## src/rtl/core/tse_div.sv

```systemverilog
// Iterative unsigned divider by a small integer, eight quotient bits per cycle.
// Used by taylor_series_exponential; no package dependencies.
`timescale 1ns / 1ps
`default_nettype none

module tse_div #(
    parameter int DIV_W = 72,
    parameter int K_W   = 6,
    parameter int Q_W   = 72
) (
    input  wire logic             i_clk,
    input  wire logic             i_rst_n,
    input  wire logic             i_start,
    input  wire logic [DIV_W-1:0] i_dividend,
    input  wire logic [K_W-1:0]   i_divisor,
    output logic                  o_done,
    output logic [Q_W-1:0]        o_quotient
);

    localparam int STEPS  = 8;
    localparam int CYCLES = DIV_W / STEPS;
    localparam int CNT_W  = $clog2(CYCLES + 1);

    logic             r_busy;
    logic             r_done;
    logic [CNT_W-1:0] r_cnt;
    logic [DIV_W-1:0] r_num;
    logic [K_W-1:0]   r_rem;
    logic [K_W-1:0]   r_divisor;
    logic [Q_W-1:0]   r_quo;

    logic [DIV_W-1:0] n_num;
    logic [K_W-1:0]   n_rem;
    logic [STEPS-1:0] n_qbits;

    // Restoring division: the remainder stays below the divisor, so each trial
    // value fits in one bit more than the divisor.
    always_comb begin
        logic [K_W:0] trial;
        n_rem   = r_rem;
        n_num   = r_num;
        n_qbits = '0;
        for (int i = 0; i < STEPS; i++) begin
            trial = {n_rem, n_num[DIV_W-1]};
            n_num = n_num << 1;
            if (trial >= {1'b0, r_divisor}) begin
                n_rem               = K_W'(trial - {1'b0, r_divisor});
                n_qbits[STEPS-1-i] = 1'b1;
            end else begin
                n_rem = trial[K_W-1:0];
            end
        end
    end

    always_ff @(posedge i_clk) begin
        if (!i_rst_n) begin
            r_busy <= 1'b0;
            r_done <= 1'b0;
            r_cnt  <= '0;
        end else if (i_start) begin
            r_busy <= 1'b1;
            r_done <= 1'b0;
            r_cnt  <= CNT_W'(CYCLES);
        end else if (r_busy) begin
            r_cnt  <= r_cnt - 1'b1;
            r_busy <= (r_cnt != CNT_W'(1));
            r_done <= (r_cnt == CNT_W'(1));
        end else begin
            r_done <= 1'b0;
        end
    end

    always_ff @(posedge i_clk) begin
        if (i_start) begin
            r_num     <= i_dividend;
            r_rem     <= '0;
            r_divisor <= i_divisor;
            r_quo     <= '0;
        end else if (r_busy) begin
            r_num <= n_num;
            r_rem <= n_rem;
            r_quo <= {r_quo[Q_W-STEPS-1:0], n_qbits};
        end
    end

    assign o_done     = r_done;
    assign o_quotient = r_quo;

endmodule

`default_nettype wire

```

## config.mk

```make
export PLATFORM = sky130hd
export DESIGN_NAME = tse_div
export DESIGN_NICKNAME = d
export VERILOG_FILES = /design/src/rtl/core/tse_div.sv
export SDC_FILE = /design/constraint.sdc
export NUM_CORES = 1
export LEC_CHECK = 0
export BUFFER_PORTS_ARGS = -buffer_cell sky130_fd_sc_hd__buf_2
export CORE_UTILIZATION = 25
export DETAILED_ROUTE_END_ITERATION = 10
export PLACE_DENSITY = 0.53
export SLEW_MARGIN = 40
export SYNTH_ARGS = -nofsm -noshare
export SYNTH_HDL_FRONTEND = slang
export SYNTH_SLANG_ARGS = --single-unit
```

## constraint.sdc

```tcl
create_clock -name i_clk -period 19.4 [get_ports i_clk]
set_input_delay 4.85 -clock i_clk [delete_from_list [all_inputs] [get_ports i_clk]]
set_output_delay 4.85 -clock i_clk [all_outputs]
set_load 0.01 [all_outputs]
```

==> impl_results.html <==
<table>
<tr><th>Metric</th><th>Value</th></tr>
<tr><th colspan="2">Run status</th></tr>
<tr><td>Result of the run</td><td>completed</td></tr>
<tr><th colspan="2">Floorplan</th></tr>
<tr><td>Effective utilization at floorplan</td><td>25.5%</td></tr>
<tr><td>I/O pin count</td><td>154</td></tr>
<tr><td>Die Span Y</td><td>190 um</td></tr>
<tr><td>Placeable core region</td><td>0.0347 mm2</td></tr>
<tr><td>Area of the die</td><td>0.0362 mm2</td></tr>
<tr><td>Die X-Extent</td><td>190 um</td></tr>
<tr><td>Placement Rows</td><td>68</td></tr>
<tr><th colspan="2">Synthesis</th></tr>
<tr><td>Number of distinct library cell variants in the gate-level netlist after synthesis</td><td>65</td></tr>
<tr><td>Post-synth EDFFs</td><td>78</td></tr>
<tr><td>Cell area after synthesis</td><td>0.00885 mm2</td></tr>
<tr><td>Dominant synthesized flop cell</td><td>sky130_fd_sc_hd__dfxtp_1</td></tr>
<tr><td>#FFs+latches synth</td><td>162</td></tr>
<tr><td>Gate count of the mapped netlist</td><td>809</td></tr>
<tr><td>Mean instance size in the synthesized netlist</td><td>10.9 um2</td></tr>
<tr><td>Warning count from the yosys run</td><td>0</td></tr>
<tr><td>Post-synth net total</td><td>948</td></tr>
<tr><td>Sequential cell area fraction in the yosys report</td><td>45.4%</td></tr>
<tr><td>Async set-or-reset flop fraction in the synthesized netlist</td><td>0%</td></tr>
<tr><th colspan="2">Placement</th></tr>
<tr><td>DP Wirelength</td><td>16500 um</td></tr>
<tr><td>PortBufs</td><td>153</td></tr>
<tr><td>Routability congestion estimate</td><td>0.894</td></tr>
<tr><th colspan="2">Timing</th></tr>
<tr><td>Sum of negative setup slack</td><td>0 ps</td></tr>
<tr><td>Max-slew headroom</td><td>45.6%</td></tr>
<tr><td>Clock Skew</td><td>16.6 ps</td></tr>
<tr><td>Total count of hold-check failures in the final report</td><td>0</td></tr>
<tr><td>Fin crit period</td><td>17960 ps</td></tr>
<tr><td>Highest Clock Rate</td><td>0.0557 GHz</td></tr>
<tr><td>Count of endpoints failing setup in the final report</td><td>0</td></tr>
<tr><td>Setup repair after global routing missed its margin</td><td>false</td></tr>
<tr><td>Transition time at the pin with the least slew margin</td><td>816 ps</td></tr>
<tr><td>Period utilisation layout</td><td>92.6%</td></tr>
<tr><td>Max-slew violation count</td><td>0</td></tr>
<tr><th colspan="2">Global route</th></tr>
<tr><td>Wire length of the first global-routing pass</td><td>35400 um</td></tr>
<tr><td>M3 GR Usage</td><td>4.30%</td></tr>
<tr><td>Met2 track demand over resource in global routing</td><td>20.9%</td></tr>
<tr><td>Maximum number of pins on one net before global-route repair</td><td>73</td></tr>
<tr><td>Most congested layer reported by global routing</td><td>met2</td></tr>
<tr><td>Congestion Overflow GR</td><td>0</td></tr>
<tr><td>Overall track demand over capacity in global routing</td><td>12.6%</td></tr>
<tr><td>Global routing met1 resource utilization</td><td>15.0%</td></tr>
<tr><td>Number of antenna violations at the first check in global routing</td><td>8</td></tr>
<tr><td>Number of global-route vias before repair</td><td>6447</td></tr>
<tr><th colspan="2">Worst setup path</th></tr>
<tr><td>Reg2Reg Launch Point</td><td>r_divisor[3]</td></tr>
<tr><td>Highest fanout seen on the critical path</td><td>10</td></tr>
<tr><td>Signal arrival time at the worst endpoint</td><td>18250 ps</td></tr>
<tr><td>Depth of the worst register-to-register path</td><td>77</td></tr>
<tr><td>Crit path top cell by count</td><td>sky130_fd_sc_hd__a21o_1</td></tr>
<tr><td>Startpoint of the most critical setup path</td><td>r_divisor[3]</td></tr>
<tr><td>Critical Path RT</td><td>19690 ps</td></tr>
<tr><td>Worst reg-to-reg setup slack</td><td>1440 ps</td></tr>
<tr><td>Largest stage delay, worst path</td><td>490 ps</td></tr>
<tr><td>Critical path class</td><td>reg2reg</td></tr>
<tr><td>Capture instance of the worst register-to-register path</td><td>r_rem[3]</td></tr>
<tr><td>Highest-delay cell along the critical path</td><td>sky130_fd_sc_hd__ha_1</td></tr>
<tr><td>Startpoint kind of the worst setup timing path</td><td>register</td></tr>
<tr><td>Nature of the critical path endpoint</td><td>register</td></tr>
<tr><th colspan="2">Final layout</th></tr>
<tr><td>Final #Nets</td><td>1097</td></tr>
<tr><td>Filler cell count in the final layout</td><td>3670</td></tr>
<tr><td>Leading cell type in the layout, fill and taps excluded</td><td>sky130_fd_sc_hd__buf_2</td></tr>
<tr><td>Most frequent cells in the layout</td><td>sky130_fd_sc_hd__buf_2, sky130_fd_sc_hd__nor2_1, sky130_fd_sc_hd__dfxtp_1</td></tr>
<tr><td>Combined area of the multi-input logic cells</td><td>0.00456 mm2</td></tr>
<tr><td>Sequential cell area</td><td>0.00403 mm2</td></tr>
<tr><td>Relative area change from synthesis to final layout</td><td>21.3%</td></tr>
<tr><td>Share of post-route cells with drive strength above 1</td><td>29.1%</td></tr>
<tr><th colspan="2">Clock tree</th></tr>
<tr><td>Cts-stage hold buffer count</td><td>0</td></tr>
<tr><td>Clock buffers created by TritonCTS</td><td>17</td></tr>
<tr><td>Post-CTS Repair Setup Buffers</td><td>0</td></tr>
<tr><td>Number of sinks driven by the clock tree</td><td>162</td></tr>
<tr><td>Root Buffer Master</td><td>sky130_fd_sc_hd__clkbuf_16</td></tr>
<tr><td>Max H-tree Level</td><td>4</td></tr>
<tr><td>Clock tree from TritonCTS</td><td>built</td></tr>
<tr><td>Clock Pin Slew Worst Setup and Hold Paths</td><td>60 ps</td></tr>
<tr><td>Clock latency on the worst-skew pair</td><td>430 ps</td></tr>
<tr><td>Worst-case clock buffer depth</td><td>2</td></tr>
<tr><th colspan="2">Worst hold path</th></tr>
<tr><td>Worst hold path type</td><td>reg2reg</td></tr>
<tr><td>Cell depth of the worst hold path</td><td>2</td></tr>
<tr><td>End point of the most critical hold path</td><td>o_quotient[64]</td></tr>
<tr><td>Startpoint of the lowest-slack hold path</td><td>o_quotient[64]</td></tr>
<tr><th colspan="2">Drt</th></tr>
<tr><td>Total iterations of the first detailed-routing run</td><td>5</td></tr>
<tr><td>Per-cell via count in the routed design</td><td>4.55</td></tr>
<tr><td>Final WL</td><td>22200 um</td></tr>
<tr><td>Number of design-rule violations left by the first detailed-router iteration</td><td>343</td></tr>
<tr><td>Total via count in the routed design</td><td>6514</td></tr>
<tr><td>WL/cell</td><td>15.5 um</td></tr>
<tr><td>Final antenna-violating net count</td><td>0</td></tr>
<tr><td>Drc violations</td><td>0</td></tr>
<tr><th colspan="2">Job</th></tr>
<tr><td># Max-Cap Violations</td><td>0</td></tr>
</table>
==> Yosys cell counts, drive strengths merged, types with 4 or more instances <==
| cell type | instances | area, um2 |
|---|---|---|
| a211o | 5 | 43.8 |
| a211oi | 12 | 90.1 |
| a21o | 17 | 128 |
| a21oi | 25 | 125 |
| and2 | 11 | 68.8 |
| and3 | 8 | 50.1 |
| buf | 11 | 63.8 |
| clkbuf | 22 | 82.6 |
| dfxtp | 84 | 1680 |
| edfxtp | 78 | 2340 |
| fa | 8 | 160 |
| ha | 50 | 626 |
| inv | 38 | 143 |
| mux2 | 75 | 845 |
| mux2i | 75 | 754 |
| nand2 | 26 | 97.6 |
| nand2b | 7 | 43.8 |
| nand3 | 9 | 45.0 |
| nand4 | 4 | 25.0 |
| nor2 | 103 | 387 |
| nor2b | 11 | 71.3 |
| nor3 | 9 | 45.0 |
| nor4 | 4 | 31.3 |
| o211ai | 7 | 52.6 |
| o21a | 10 | 75.1 |
| o21ai | 26 | 130 |
| xnor2 | 14 | 123 |
| xor2 | 13 | 114 |
==> final cells by class <==
type | instances | area share, %
multi-input combinational | 575 | 42.4
sequential | 162 | 37.5
timing repair buffer | 163 | 7.93
tap | 455 | 5.30
clock buffer | 22 | 4.62
inverter | 39 | 1.40
clock inverter | 10 | 0.664
antenna | 6 | 0.140
==> state kept, by name (all words and copies together) (netlist names) <==
signal	count
o_done	1
o_quotient	72
r_busy	1
r_cnt	4
r_divisor	6
r_num	72
r_rem	6
==> cells by family (layout without fill, tap and decap cells) <==
kind of cell | after synthesis | in the layout | share of synthesized area (%)
multiplexers | 150 | 150 | 18.1
adder cells (fa/ha/maj) | 58 | 58 | 8.88
XOR/XNOR | 27 | 27 | 2.67
AO/OA/AOI/OAI | 137 | 137 | 10.9
buffers and inverters | 72 | 234 | 3.31
other | 0 | 6 | 0
AND/OR/NAND/NOR | 203 | 203 | 10.7
flip-flops | 162 | 162 | 45.4
==> worst max-delay path, delay by kind of cell (launching register included) <==
| kind | cells | cell delay [ps] |
|---|---|---|
| DFF | 1 | 370 |
| muxes | 3 | 910 |
| AOI/OAI and AO/OA | 42 | 10040 |
| adders and majority gates | 8 | 2490 |
| and+or+nand+nor | 18 | 3150 |
| buffers and inverters | 6 | 830 |
==> routing by layer <==
layer	wire length [um]	vias to the layer above	share of wire [%]
met5	22	-	0.099
met4	433	4	1.9
met3	1450	33	6.5
met2	10800	145	49
met1	9520	3081	43
li1	-	3251	-
==> metrics by stage <==
stage / worst slack [ps] / utilization [%] / instance area, um2 / cells / hold WS [ps]
finish: 1440 / 30.9 / 10700 / 1432 / 490
global placement: 1300 / 29.2 / 10100 / 1394 / 468
CTS: 757 / 30.8 / 10700 / 1426 / 492
floorplan: 2760 / - / 8850 / 809 / 434
detailed placement: 838 / 29.2 / 10100 / 1394 / 475
global route: 20.4 / 30.9 / 10700 / 1427 / 505
==> worst max-delay path by stage <==
stage	endpoint	depth (start not counted)	slack, ps
finish	r_rem[3]	77	1440
global route	r_rem[3]	77	20
CTS	r_rem[3]	75	760
detailed placement	r_rem[3]	75	840
global placement	r_rem[3]	76	1300
floorplan	r_rem[3]	79	2760
==> what timing repair did <==
item	4_1_cts	5_1_grt
endpoints found under the setup margin	0	7
hold endpoints to repair	0	0
gates resized for setup	0	9
Power is not shown: default switching activity piles up to over one toggle a cycle in this logic, so the estimate is an artifact.
